==> src/rtl/gcab_pkg.sv <==
// Shared types, constants and helper functions of the gate controller.
// No dependencies; imported by every module of the block.
package gcab_pkg;

  localparam int unsigned TIMER_BITS = 10;
  localparam int unsigned TIMER_MAX  = (1 << TIMER_BITS) - 1;
  localparam int unsigned CFG_IDX_W  = 3;
  localparam int unsigned CFG_DATA_W = 10;

  typedef logic [TIMER_BITS-1:0] timer_t;

  // register indexes
  localparam logic [CFG_IDX_W-1:0] CFG_TRAVEL_TICKS      = 3'd0;
  localparam logic [CFG_IDX_W-1:0] CFG_LAMP_HALF_PERIOD  = 3'd1;
  localparam logic [CFG_IDX_W-1:0] CFG_ALARM_PULSE_TICKS = 3'd2;
  localparam logic [CFG_IDX_W-1:0] CFG_ALARM_SHORT_GAP   = 3'd3;
  localparam logic [CFG_IDX_W-1:0] CFG_ALARM_LONG_GAP    = 3'd4;

  // register reset values
  localparam logic [9:0] RST_TRAVEL_TICKS      = 10'd40;
  localparam logic [7:0] RST_LAMP_HALF_PERIOD  = 8'd3;
  localparam logic [7:0] RST_ALARM_PULSE_TICKS = 8'd2;
  localparam logic [7:0] RST_ALARM_SHORT_GAP   = 8'd4;
  localparam logic [7:0] RST_ALARM_LONG_GAP    = 8'd20;

  // lamp reload when a closing gate is reversed
  localparam logic [7:0] LAMP_REVERSE_LOAD = 8'd5;

  // alarm codes
  localparam logic [2:0] ALM_NONE       = 3'd0;
  localparam logic [2:0] ALM_OBSTACLE   = 3'd1;
  localparam logic [2:0] ALM_INCOMPLETE = 3'd2;
  localparam logic [2:0] ALM_TIMEOUT    = 3'd3;
  localparam logic [2:0] ALM_SENSOR     = 3'd5;

  // gate state numbers as seen on the result
  localparam logic [2:0] GS_INIT      = 3'd0;
  localparam logic [2:0] GS_CLOSED    = 3'd1;
  localparam logic [2:0] GS_OPENING   = 3'd2;
  localparam logic [2:0] GS_OPEN      = 3'd3;
  localparam logic [2:0] GS_CLOSING   = 3'd4;
  localparam logic [2:0] GS_OP_PAUSE  = 3'd5;
  localparam logic [2:0] GS_CL_PAUSE  = 3'd6;
  localparam logic [2:0] GS_RECOVERY  = 3'd7;

  typedef struct packed {
    logic open_button;
    logic close_button;
    logic fully_open;
    logic fully_closed;
    logic photocell;
  } in_t;

  typedef struct packed {
    logic       motor_on;
    logic       direction_open;
    logic       warning_lamp;
    logic       entry_green;
    logic       led_closed;
    logic       led_open;
    logic       led_three;
    logic       led_four;
    logic       led_motion;
    logic       led_alarm;
    logic [2:0] gate_state;
    logic [2:0] alarm_code;
  } out_t;

  typedef struct packed {
    logic [9:0] travel_ticks;
    logic [7:0] lamp_half_period;
    logic [7:0] alarm_pulse_ticks;
    logic [7:0] alarm_short_gap;
    logic [7:0] alarm_long_gap;
  } cfg_t;

  // output latches held by the gate machine
  typedef struct packed {
    logic motor;
    logic dir;
    logic lamp;
    logic entry;
    logic l_closed;
    logic l_open;
    logic l_three;
    logic l_four;
    logic l_motion;
  } lat_t;

  typedef struct packed {
    lat_t       lat;
    logic [2:0] gate_state;
    logic [2:0] pend;
  } gate_out_t;

  typedef struct packed {
    logic       led_alarm;
    logic [2:0] alarm_code;
  } alarm_out_t;

  function automatic timer_t travel_load(input logic [9:0] v);
    if (32'(v) > TIMER_MAX) begin
      return timer_t'(TIMER_MAX);
    end
    return timer_t'(v);
  endfunction

  // t/10 + 1; reciprocal multiply, exact for any 10-bit operand
  function automatic timer_t blink_reload(input timer_t t);
    logic [31:0] p;
    p = 32'(t) * 32'd52429;
    return timer_t'((p >> 19) + 32'd1);
  endfunction

endpackage

==> src/rtl/gcab_gate.sv <==
// Gate state machine with travel, blink and lamp timers and output latches.
// Depends on gcab_pkg; pending alarm register lives in gcab_alarm.
module gcab_gate (
  input  logic              clk_i,
  input  logic              rst_ni,
  input  logic              fire_i,
  input  gcab_pkg::in_t     in_i,
  input  gcab_pkg::cfg_t    cfg_i,
  input  logic [2:0]        pend_i,
  output gcab_pkg::gate_out_t res_o
);
  import gcab_pkg::*;

  typedef enum logic [7:0] {
    ST_INIT     = 8'b0000_0001,
    ST_CLOSED   = 8'b0000_0010,
    ST_OPENING  = 8'b0000_0100,
    ST_OPEN     = 8'b0000_1000,
    ST_CLOSING  = 8'b0001_0000,
    ST_OP_PAUSE = 8'b0010_0000,
    ST_CL_PAUSE = 8'b0100_0000,
    ST_RECOVERY = 8'b1000_0000
  } main_e;

  main_e      st_q, st_d;
  timer_t     travel_q, travel_d;
  timer_t     blink_q, blink_d;
  logic [7:0] lamp_q, lamp_d;
  lat_t       lat_q, lat_d;
  logic       prev_open_q, prev_close_q, prev_ph_q;
  logic [2:0] pend;
  logic       e1, e2, fo, fc, ph;
  timer_t     tl, t_dec, reload_arg, rl;
  logic [7:0] lhp;
  logic [2:0] st_num;

  assign fo  = in_i.fully_open;
  assign fc  = in_i.fully_closed;
  assign ph  = in_i.photocell;
  assign e1  = in_i.open_button & ~prev_open_q;
  assign e2  = in_i.close_button & ~prev_close_q;
  assign lhp = cfg_i.lamp_half_period;
  assign tl  = travel_load(cfg_i.travel_ticks);
  assign t_dec = (travel_q != '0) ? travel_q - timer_t'(1) : '0;

  // one shared divide-by-ten: the argument is what the blink reload sees
  always_comb begin
    if (st_q == ST_OPENING) begin
      reload_arg = t_dec;
    end else if (st_q == ST_CLOSING && !e1) begin
      reload_arg = travel_q;
    end else begin
      reload_arg = tl;
    end
  end
  assign rl = blink_reload(reload_arg);

  always_comb begin
    st_d     = st_q;
    travel_d = travel_q;
    blink_d  = blink_q;
    lamp_d   = lamp_q;
    lat_d    = lat_q;
    pend     = pend_i;
    unique case (st_q)
      ST_INIT: begin
        lat_d.l_closed = 1'b1; lat_d.l_open = 1'b1;
        lat_d.l_three  = 1'b1; lat_d.l_four = 1'b1;
        if (!fo && fc) begin
          st_d = ST_CLOSED;
        end else if (fo && !fc) begin
          st_d = ST_OPEN;
        end else begin
          st_d = ST_CLOSING;
        end
      end
      ST_CLOSED: begin
        lat_d.dir = 1'b1; lat_d.motor = 1'b0; lat_d.entry = 1'b0;
        lat_d.l_closed = 1'b1; lat_d.l_open = 1'b0; lat_d.l_three = 1'b0;
        lat_d.l_four = 1'b0; lat_d.l_motion = 1'b0;
        if (e1 && !ph) begin
          travel_d = tl; blink_d = rl; lamp_d = lhp;
          lat_d.motor = 1'b1;
          st_d = ST_OPENING;
        end else if (e2 && ph) begin
          pend = ALM_OBSTACLE;
        end else if (!fc) begin
          pend = ALM_INCOMPLETE;
        end
      end
      ST_OPENING: begin
        lat_d.dir = 1'b1; lat_d.motor = 1'b1; lat_d.entry = 1'b0;
        lat_d.l_closed = 1'b0; lat_d.l_four = 1'b0;
        if (fo) begin
          lat_d.motor = 1'b0; lat_d.lamp = 1'b0; lat_d.entry = 1'b1;
          st_d = ST_OPEN;
        end else if (e2 && !ph) begin
          travel_d = tl; blink_d = timer_t'(1);
          lat_d.dir = 1'b0; lat_d.motor = 1'b0;
          st_d = ST_OP_PAUSE;
        end else if (e1) begin
          st_d = ST_OP_PAUSE;
        end else if (e2 && ph) begin
          pend = ALM_OBSTACLE;
        end else begin
          travel_d = t_dec;
          if (travel_q == '0) begin
            pend = ALM_TIMEOUT;
          end
          if (blink_q != '0) begin
            blink_d = blink_q - timer_t'(1);
          end else begin
            lat_d.l_open = ~lat_q.l_open;
            blink_d = rl;
          end
          if (lamp_q != '0) begin
            lamp_d = lamp_q - 8'd1;
          end else begin
            lamp_d = lhp;
            lat_d.l_motion = ~lat_q.l_motion;
            lat_d.lamp = ~lat_q.lamp;
          end
        end
      end
      ST_OPEN: begin
        lat_d.dir = 1'b0; lat_d.motor = 1'b0; lat_d.entry = 1'b1;
        lat_d.l_closed = 1'b0; lat_d.l_open = 1'b1; lat_d.l_three = 1'b0;
        lat_d.l_four = 1'b0; lat_d.l_motion = 1'b0;
        // close request, or the barrier just cleared
        if ((e2 && !ph) || (!ph && prev_ph_q)) begin
          travel_d = tl; blink_d = rl; lamp_d = lhp;
          lat_d.motor = 1'b1; lat_d.entry = 1'b0;
          st_d = ST_CLOSING;
        end else begin
          if (e2 && ph) begin
            pend = ALM_OBSTACLE;
          end else if (!fo) begin
            pend = ALM_INCOMPLETE;
          end
          if (ph) begin
            lat_d.entry = 1'b0;
          end
        end
      end
      ST_CLOSING: begin
        lat_d.dir = 1'b0; lat_d.motor = 1'b1; lat_d.entry = 1'b0;
        lat_d.l_open = 1'b0; lat_d.l_three = 1'b0;
        if (fc) begin
          lat_d.motor = 1'b0; lat_d.lamp = 1'b0;
          st_d = ST_CLOSED;
        end else if (ph) begin
          pend = ALM_OBSTACLE;
          st_d = ST_CL_PAUSE;
        end else if (e1) begin
          travel_d = tl; blink_d = rl; lamp_d = LAMP_REVERSE_LOAD;
          lat_d.dir = 1'b1; lat_d.motor = 1'b0;
          st_d = ST_CL_PAUSE;
        end else if (e2) begin
          st_d = ST_CL_PAUSE;
        end else if (travel_q == '0) begin
          pend = ALM_TIMEOUT;
        end else if (blink_q == '0) begin
          lat_d.l_closed = ~lat_q.l_closed;
          blink_d = rl;
        end else if (lamp_q == '0) begin
          lamp_d = lhp;
          lat_d.l_motion = ~lat_q.l_motion;
          lat_d.lamp = ~lat_q.lamp;
        end
        // timers count down after the branch, whichever was taken
        if (lamp_d != '0) begin
          lamp_d = lamp_d - 8'd1;
        end
        if (travel_d != '0) begin
          travel_d = travel_d - timer_t'(1);
        end
        if (blink_d != '0) begin
          blink_d = blink_d - timer_t'(1);
        end
      end
      ST_OP_PAUSE: begin
        lat_d.dir = 1'b1; lat_d.motor = 1'b0; lat_d.entry = 1'b0; lat_d.lamp = 1'b0;
        if (e1) begin
          lat_d.motor = 1'b1; lamp_d = lhp;
          st_d = ST_OPENING;
        end else if (e2) begin
          travel_d = tl; blink_d = rl; lamp_d = lhp;
          lat_d.dir = 1'b0; lat_d.motor = 1'b1;
          st_d = ST_CLOSING;
        end
      end
      ST_CL_PAUSE: begin
        lat_d.dir = 1'b0; lat_d.motor = 1'b0; lat_d.entry = 1'b0; lat_d.lamp = 1'b0;
        if (e1) begin
          travel_d = tl; blink_d = rl; lamp_d = lhp;
          lat_d.dir = 1'b1; lat_d.motor = 1'b1;
          st_d = ST_OPENING;
        end else if (e2) begin
          lat_d.motor = 1'b1; lamp_d = lhp;
          st_d = ST_CLOSING;
        end
      end
      ST_RECOVERY: begin
        lat_d.dir = 1'b0; lat_d.motor = 1'b0; lat_d.entry = 1'b0; lat_d.lamp = 1'b0;
        lat_d.l_closed = ~lat_q.l_closed; lat_d.l_open = ~lat_q.l_open;
        lat_d.l_three  = ~lat_q.l_three;  lat_d.l_four = ~lat_q.l_four;
        // close wins when both edges arrive
        if (e2) begin
          travel_d = tl; blink_d = rl; lamp_d = lhp;
          lat_d.motor = 1'b1;
          st_d = ST_CLOSING;
        end else if (e1) begin
          travel_d = tl; blink_d = rl; lamp_d = lhp;
          lat_d.dir = 1'b1; lat_d.motor = 1'b1;
          st_d = ST_OPENING;
        end
      end
      default: begin
        st_d = ST_INIT;
      end
    endcase
    if (fo && fc) begin
      pend = ALM_SENSOR;
    end
  end

  always_comb begin
    unique case (st_d)
      ST_INIT:     st_num = GS_INIT;
      ST_CLOSED:   st_num = GS_CLOSED;
      ST_OPENING:  st_num = GS_OPENING;
      ST_OPEN:     st_num = GS_OPEN;
      ST_CLOSING:  st_num = GS_CLOSING;
      ST_OP_PAUSE: st_num = GS_OP_PAUSE;
      ST_CL_PAUSE: st_num = GS_CL_PAUSE;
      ST_RECOVERY: st_num = GS_RECOVERY;
      default:     st_num = GS_INIT;
    endcase
  end

  always_ff @(posedge clk_i or negedge rst_ni) begin
    if (!rst_ni) begin
      st_q         <= ST_INIT;
      travel_q     <= '0;
      blink_q      <= '0;
      lamp_q       <= '0;
      lat_q        <= '0;
      prev_open_q  <= 1'b0;
      prev_close_q <= 1'b0;
      prev_ph_q    <= 1'b0;
    end else if (fire_i) begin
      st_q         <= st_d;
      travel_q     <= travel_d;
      blink_q      <= blink_d;
      lamp_q       <= lamp_d;
      lat_q        <= lat_d;
      prev_open_q  <= in_i.open_button;
      prev_close_q <= in_i.close_button;
      prev_ph_q    <= ph;
    end
  end

  assign res_o.lat        = lat_d;
  assign res_o.gate_state = st_num;
  assign res_o.pend       = pend;

endmodule

==> src/rtl/gcab_alarm.sv <==
// Alarm blink sequencer: flashes the pending alarm code as pulses on the LED.
// Depends on gcab_pkg; owns the pending alarm register.
module gcab_alarm (
  input  logic                 clk_i,
  input  logic                 rst_ni,
  input  logic                 fire_i,
  input  gcab_pkg::cfg_t       cfg_i,
  input  logic [2:0]           pend_i,
  output logic [2:0]           pend_q_o,
  output gcab_pkg::alarm_out_t res_o
);
  import gcab_pkg::*;

  typedef enum logic [2:0] {
    AL_IDLE  = 3'b001,
    AL_PULSE = 3'b010,
    AL_GAP   = 3'b100
  } al_e;

  al_e        seq_q, seq_d;
  logic [2:0] pend_q, pend_d;
  logic [7:0] tmr_q, tmr_d;
  logic [2:0] left_q, left_d;
  logic       led_q, led_d;

  always_comb begin
    seq_d  = seq_q;
    pend_d = pend_i;
    tmr_d  = tmr_q;
    left_d = left_q;
    led_d  = led_q;
    unique case (seq_q)
      AL_IDLE: begin
        led_d = 1'b0;
        if (pend_i != ALM_NONE) begin
          tmr_d  = cfg_i.alarm_pulse_ticks;
          left_d = pend_i - 3'd1;
          seq_d  = AL_PULSE;
        end
      end
      AL_PULSE: begin
        led_d = 1'b1;
        tmr_d = tmr_q - 8'd1;
        if (tmr_d == '0) begin
          tmr_d = (left_q != '0) ? cfg_i.alarm_short_gap : cfg_i.alarm_long_gap;
          seq_d = AL_GAP;
        end
      end
      AL_GAP: begin
        led_d = 1'b0;
        tmr_d = tmr_q - 8'd1;
        if (tmr_d == '0) begin
          if (left_q != '0) begin
            tmr_d  = cfg_i.alarm_pulse_ticks;
            left_d = left_q - 3'd1;
            seq_d  = AL_PULSE;
          end else begin
            // code fully shown, drop it
            pend_d = ALM_NONE;
            seq_d  = AL_IDLE;
          end
        end
      end
      default: begin
        seq_d = AL_IDLE;
      end
    endcase
  end

  always_ff @(posedge clk_i or negedge rst_ni) begin
    if (!rst_ni) begin
      seq_q  <= AL_IDLE;
      pend_q <= ALM_NONE;
      tmr_q  <= '0;
      left_q <= '0;
      led_q  <= 1'b0;
    end else if (fire_i) begin
      seq_q  <= seq_d;
      pend_q <= pend_d;
      tmr_q  <= tmr_d;
      left_q <= left_d;
      led_q  <= led_d;
    end
  end

  assign pend_q_o         = pend_q;
  assign res_o.led_alarm  = led_d;
  assign res_o.alarm_code = pend_d;

endmodule

==> src/rtl/gate_controller_with_alarm_blink_core.sv <==
// Top level of the gate controller: input register, config registers,
// result register. Depends on gcab_pkg, gcab_gate and gcab_alarm.
//
// Usage:
//   Input channel (in_valid_i/in_ready_o/in_data_i) carries one scan tick per
//   request: button, limit sensor and photocell levels. Output channel
//   (out_valid_o/out_ready_i/out_data_o) returns exactly one result per tick:
//   motor, direction, lamp, entry light, panel LEDs, gate state and alarm code.
//   Flow: an accepted request is captured in the input register and is
//   processed from there once the result register is free, which then
//   registers its result. Throughput: one request per clock unless the
//   receiver stalls; the state update between the registers is combinational.
//   When the receiver stalls, the result register holds; one more request
//   can sit in the input register, after which in_ready_o drops.
//   Config writes (cfg_we_i/cfg_index_i/cfg_data_i) take effect at once and
//   belong in idle periods. Unknown indexes are ignored.
//   Reset: gate machine in its initial test state, all latches, timers and
//   edge history cleared, config registers at their default values.
module gate_controller_with_alarm_blink_core (
  input  logic                               clk_i,
  input  logic                               rst_ni,
  input  logic                               in_valid_i,
  output logic                               in_ready_o,
  input  gcab_pkg::in_t                      in_data_i,
  output logic                               out_valid_o,
  input  logic                               out_ready_i,
  output gcab_pkg::out_t                     out_data_o,
  input  logic                               cfg_we_i,
  input  logic [gcab_pkg::CFG_IDX_W-1:0]     cfg_index_i,
  input  logic [gcab_pkg::CFG_DATA_W-1:0]    cfg_data_i
);
  import gcab_pkg::*;

  logic       in_vld_q;
  in_t        in_data_q;
  logic       out_vld_q;
  out_t       out_data_q, out_d;
  cfg_t       cfg_q;
  logic       out_free, fire;
  logic [2:0] pend_q;
  gate_out_t  gate_res;
  alarm_out_t alarm_res;

  assign out_free   = !out_vld_q || out_ready_i;
  assign fire       = in_vld_q && out_free;
  assign in_ready_o = !in_vld_q || out_free;

  always_ff @(posedge clk_i or negedge rst_ni) begin
    if (!rst_ni) begin
      cfg_q.travel_ticks      <= RST_TRAVEL_TICKS;
      cfg_q.lamp_half_period  <= RST_LAMP_HALF_PERIOD;
      cfg_q.alarm_pulse_ticks <= RST_ALARM_PULSE_TICKS;
      cfg_q.alarm_short_gap   <= RST_ALARM_SHORT_GAP;
      cfg_q.alarm_long_gap    <= RST_ALARM_LONG_GAP;
    end else if (cfg_we_i) begin
      unique case (cfg_index_i)
        CFG_TRAVEL_TICKS:      cfg_q.travel_ticks      <= cfg_data_i;
        CFG_LAMP_HALF_PERIOD:  cfg_q.lamp_half_period  <= cfg_data_i[7:0];
        CFG_ALARM_PULSE_TICKS: cfg_q.alarm_pulse_ticks <= cfg_data_i[7:0];
        CFG_ALARM_SHORT_GAP:   cfg_q.alarm_short_gap   <= cfg_data_i[7:0];
        CFG_ALARM_LONG_GAP:    cfg_q.alarm_long_gap    <= cfg_data_i[7:0];
        default: ;
      endcase
    end
  end

  always_ff @(posedge clk_i or negedge rst_ni) begin
    if (!rst_ni) begin
      in_vld_q  <= 1'b0;
      out_vld_q <= 1'b0;
    end else begin
      if (in_ready_o) begin
        in_vld_q <= in_valid_i;
      end
      if (out_free) begin
        out_vld_q <= fire;
      end
    end
  end

  always_ff @(posedge clk_i) begin
    if (in_valid_i && in_ready_o) begin
      in_data_q <= in_data_i;
    end
    if (fire) begin
      out_data_q <= out_d;
    end
  end

  gcab_gate u_gate (
    .clk_i  (clk_i),
    .rst_ni (rst_ni),
    .fire_i (fire),
    .in_i   (in_data_q),
    .cfg_i  (cfg_q),
    .pend_i (pend_q),
    .res_o  (gate_res)
  );

  gcab_alarm u_alarm (
    .clk_i    (clk_i),
    .rst_ni   (rst_ni),
    .fire_i   (fire),
    .cfg_i    (cfg_q),
    .pend_i   (gate_res.pend),
    .pend_q_o (pend_q),
    .res_o    (alarm_res)
  );

  always_comb begin
    out_d.motor_on       = gate_res.lat.motor;
    out_d.direction_open = gate_res.lat.dir;
    out_d.warning_lamp   = gate_res.lat.lamp;
    out_d.entry_green    = gate_res.lat.entry;
    out_d.led_closed     = gate_res.lat.l_closed;
    out_d.led_open       = gate_res.lat.l_open;
    out_d.led_three      = gate_res.lat.l_three;
    out_d.led_four       = gate_res.lat.l_four;
    out_d.led_motion     = gate_res.lat.l_motion;
    out_d.led_alarm      = alarm_res.led_alarm;
    out_d.gate_state     = gate_res.gate_state;
    out_d.alarm_code     = alarm_res.alarm_code;
  end

  assign out_valid_o = out_vld_q;
  assign out_data_o  = out_data_q;

endmodule

==> config.mk <==
export PLATFORM = sky130hd
export DESIGN_NAME = gate_controller_with_alarm_blink_core
export DESIGN_NICKNAME = d
export VERILOG_FILES = /design/src/rtl/gcab_pkg.sv /design/src/rtl/gcab_gate.sv /design/src/rtl/gcab_alarm.sv /design/src/rtl/gate_controller_with_alarm_blink_core.sv
export SDC_FILE = /design/constraint.sdc
export NUM_CORES = 1
export LEC_CHECK = 0
export BUFFER_PORTS_ARGS = -buffer_cell sky130_fd_sc_hd__clkbuf_2
export CAP_MARGIN = 10
export CORE_AREA = 5 5 151 211
export CTS_CLUSTER_SIZE = 20
export DETAILED_ROUTE_END_ITERATION = 7
export DIE_AREA = 0 0 156 216
export REMOVE_ABC_BUFFERS = 1
export SLEW_MARGIN = 10
export SYNTH_ARGS = -nofsm -noshare
export SYNTH_HDL_FRONTEND = slang
export SYNTH_SLANG_ARGS = --single-unit
==> constraint.sdc <==
create_clock -name clk_i -period 8.9 [get_ports clk_i]
set_clock_uncertainty 0.2 [all_clocks]
set_input_delay 0.445 -clock clk_i [delete_from_list [all_inputs] [get_ports clk_i]]
set_output_delay 0.445 -clock clk_i [all_outputs]
set_load 0.02 [all_outputs]
==> results by stage <==
Outcome:
- The run finished with clean final reports.

Floorplan:
- Measured along the y axis, the die boundary spans 216 um.
- The x dimension of the die is 156 um.
- The area of the core region is roughly 0.03 mm2.
- The die covers 0.03370 mm2.
- The initial cell density of the core is 39.35%.
- The number of cell rows is 75.
- For this design the top-level I/O count stands at 41.

STA:
- In this run the tightest slew margin relative to its limit is 26.27%.
- The transition time of the tightest slew-check pin is ~1.1 ns.
- The count of final max-slew check failures is 0.
- The final-layout worst hold slack is 0.09837 ns.
- The number of endpoints with negative hold slack in the final report was 0.
- The post-route setup TNS is 0 ns.
- The post-route clock period utilization is 95.63%.
- Across all setup checks in the final design, the least slack found is 0.3892 ns.
- The total of endpoints with negative setup slack in the final report is 0.
- The maximum operating frequency is 117.5 MHz.
- Setup repair after global routing left no endpoint under its margin.
- The worst path needs 8.511 ns of the cycle, external delays included.

Global route:
- Across every metal layer, demand over resource in global routing totals 21.33%.
- The number of global-route vias before repair is 10.96k.
- Entering global routing, the biggest net connects 68 pins.
- The initial antenna violation count is 0.
- The first-pass GRT wire length is 57.39 mm.
- The aggregate global routing overflow is 0.

Placement:
- Detailed placement finished with a half-perimeter wire length of 27.50 mm.
- Buffers placed on the I/O ports in this run total 40.
- At the end of routability-driven placement, the weighted congestion stood at 0.9607.
- The worst slack at placement is 0.1201 ns.
- The count of placed standard cells including taps is 1777.

Synthesis:
- The post-synthesis cell type count is 87.
- The synthesized instance count is 1365.
- The number of warnings printed during yosys synthesis is 0.
- Ranked by total cell area, the synthesized netlist is headed by dfrtp_1 (21%), ha_1 (8.6%), mux2_2 (5.9%), edfxtp_1 (5.4%), fa_1 (5.1%).
- The mapped netlist covers between 0.01 and 0.015 mm2.
- The fraction of post-synthesis cell area in the top cell type by area is about a fifth.
- After synthesis, the share of flip-flops with an asynchronous set or reset is 83.97%.
- The synthesized flop and latch total is approximately 130.
- The average instance in the mapped netlist occupies 8.576 um2.
- The number of synthesized flops with an enable pin is 21.
- The most used flip-flop cell after synthesis is dfrtp_1.
- The portion of the post-synthesis area used by sequential elements is 29.01%.
- The largest total area in the synthesized netlist belongs to dfrtp_1.

Job:
- Max-cap violations in this run came to 0.

Setup path:
- The worst setup slack for register-to-register paths is roughly 0.39 ns.
- The worst path arrival time is 8.65 ns.
- The startpoint of the most critical setup path is u_gate.st_q[7].
- The critical path required time is 9.04 ns.
- Counting cells, the worst reg-to-reg path comes to 30.
- The maximum fanout along the worst path is 8.
- The critical path is of the reg2reg type.
- The type of element capturing the critical path is a flop.
- The longest individual stage delay on the worst path is 0.57 ns.
- For this design, the slowest cell found on the critical path is or4_4.
- STA classifies the critical path startpoint as a flop.
- The launching point of the worst reg2reg path is u_gate.st_q[7].
- In this run the worst setup path terminates at u_gate.blink_q[2].
- The end of the worst register-to-register path is u_gate.blink_q[2].

Drt:
- After detailed routing, the number of vias per cell comes to 5.907.
- For this block, the routed nets add up to 35.66 mm of wire.
- The first detailed-routing pass took 5 iterations.
- The DRC violation total after the first TritonRoute iteration is between 700 and 800.
- The post-detailed-route DRC marker count is 0.
- Summing over every cut layer, the via total after detailed routing is between 10k and 15k.
- The routed length per instance is about 20 um.
- The count of nets left with antenna violations once routing finished came out at 0.

Layout:
- The final layout contains ~1.6k nets.
- The final cell count without fillers is 1822.
- 0 antenna diodes ended up in the layout.
- In the final layout, the share of cells above drive strength 1 is 17.81%.
- The synthesis-to-finish area growth is 14.03%.

CTS:
- The number of buffers added by the clock tree synthesis step is 17.
- The H-tree depth reported by CTS is 4.
- The number of sinks handled by clock tree synthesis is 131.
- The clock tree buffer depth is 2.
- Clock tree synthesis selected as its root buffer the cell clkbuf_16.
- The clock tree from TritonCTS is done.
- The insertion delay to the later sink of the worst-skew pair is about 0.45 ns.
- The clock transition at the registers of the reported paths is around 0.07 ns.

Hold path:
- The worst hold path was traced through 3 stages.
- The path type of the worst min-delay path is in2reg.
## per-layer routing
layer  vias up  wire length (um)  global-route usage, %
met5         -                 0                      0
met4         0              1904                  12.06
met3       130              1593                  3.467
met2       373             18670                  38.42
met1      5151             13490                  23.41
li1       5108                 -                      -
## cell families (layout without fill, tap and decap cells)
| group | Yosys count | after routing | share of synthesized area (%) |
|---|---|---|---|
| and+or+nand+nor | 457 | 457 | 19.24 |
| AOI/OAI and AO/OA | 385 | 385 | 21.83 |
| buffers and inverters | 157 | 229 | 5.098 |
| DFF | 131 | 131 | 29.01 |
| adders and majority gates | 111 | 111 | 13.77 |
| muxes | 84 | 84 | 7.941 |
| xor gates and xnor gates | 40 | 40 | 3.121 |
## worst min path at each step
| stage | startpoint | to | slack [ns] |
|---|---|---|---|
| CTS | out_ready_i | out_valid_o | 0.08 |
| floorplan | rst_ni | cfg_q[0] | -0.05 |
| finish | out_ready_i | out_valid_o | 0.1 |
| global route | out_ready_i | out_valid_o | 0.12 |
| detailed placement | u_alarm.pend_q_o[2] | u_alarm.pend_q_o[2] | 0.27 |
| global placement | u_alarm.pend_q_o[2] | u_alarm.pend_q_o[2] | 0.26 |
## flip-flops by register name (all words and copies together), names as in the netlist
| signal | flops |
|---|---|
| u_alarm.seq_q | 3 |
| in_vld_q | 1 |
| u_gate.lat_q | 9 |
| u_gate.travel_q | 10 |
| out_valid_o | 1 |
| u_alarm.pend_q_o | 3 |
| u_gate.lamp_q | 8 |
| u_alarm.left_q | 3 |
| u_gate.prev_close_q | 1 |
| u_gate.st_q | 8 |
| u_alarm.led_q | 1 |
| u_gate.blink_q | 10 |
| in_data_q | 5 |
| u_gate.prev_open_q | 1 |
| u_gate.prev_ph_q | 1 |
| out_data_o | 16 |
| u_alarm.tmr_q | 8 |
| cfg_q | 42 |
## critical path, delay by kind of cell (launching register included)
kind / cells / cell delay [ns]
adders and majority gates: 7 / 2.92
xor gates and xnor gates: 1 / 0.13
DFF: 1 / 0.43
buffers and inverters: 5 / 0.41
AOI/OAI and AO/OA: 11 / 2.50
and+or+nand+nor: 6 / 1.77
## synthesized netlist by cell type (10+ instances only)
cell	n
clkbuf_1	55
nor2b_1	15
nand3_1	29
a221o_1	10
a31oi_1	18
a21o_1	14
o31ai_1	11
or3_1	14
nor4_1	10
a2111oi_0	10
nand4_1	11
a211oi_1	17
inv_1	97
fa_1	30
o22ai_1	14
xor2_1	16
dfstp_2	10
mux2_2	61
edfxtp_1	21
a22oi_1	10
a221oi_1	15
nor2_1	134
or2_2	13
nor3_1	42
o21ai_0	98
ha_1	80
nand2b_1	26
a21oi_1	92
xnor2_1	22
dfrtp_1	100
mux2i_1	22
nand2_1	114
## cell type report
type / instances / area, um2
clock inverters: 13 / 120.1
flip-flops and latches: 131 / 3396
multi-input cells: 1077 / 7848
well taps: 385 / 481.7
inverters: 97 / 364.1
repair buffers: 100 / 675.6
clock buffers: 19 / 464.2
fillers: 2893 / 16400
## per-stage QoR
stage	cell area [um2]	util, %
6_report	13350	44.87
5_1_grt	13350	44.87
4_1_cts	13200	44.36
3_5_place_dp	12520	42.09
3_3_place_gp	12520	42.09
2_1_floorplan	11470	-
## layout by cell type, fill, tap and decap left out, types with 15 or more instances in the layout
cell type and instances:
a211oi_1 15, a21oi_1 90, a31oi_1 18, buf_4 52, clkbuf_16 18, clkbuf_2 39, dfrtp_1 100, edfxtp_1 21
fa_1 30, ha_1 78, inv_1 97, mux2_2 61, mux2i_1 19, nand2_1 113, nand2b_1 24, nand3_1 29
nor2_1 132, nor2b_1 15, nor3_1 41, o21ai_0 97, xnor2_1 21, xor2_1 15
## timing repair
| action | in CTS | in global routing |
|---|---|---|
| gates resized for setup | 0 | 27 |
| buffers inserted | 0 | 4 |
| hold buffers | 9 | 0 |
| setup endpoints to repair | 0 | 10 |
| endpoints found under the hold margin | 50 | 0 |
Power is left out: the tool's default activity adds up to more than one toggle a clock period on the data nets, which glitch-free logic cannot reach.
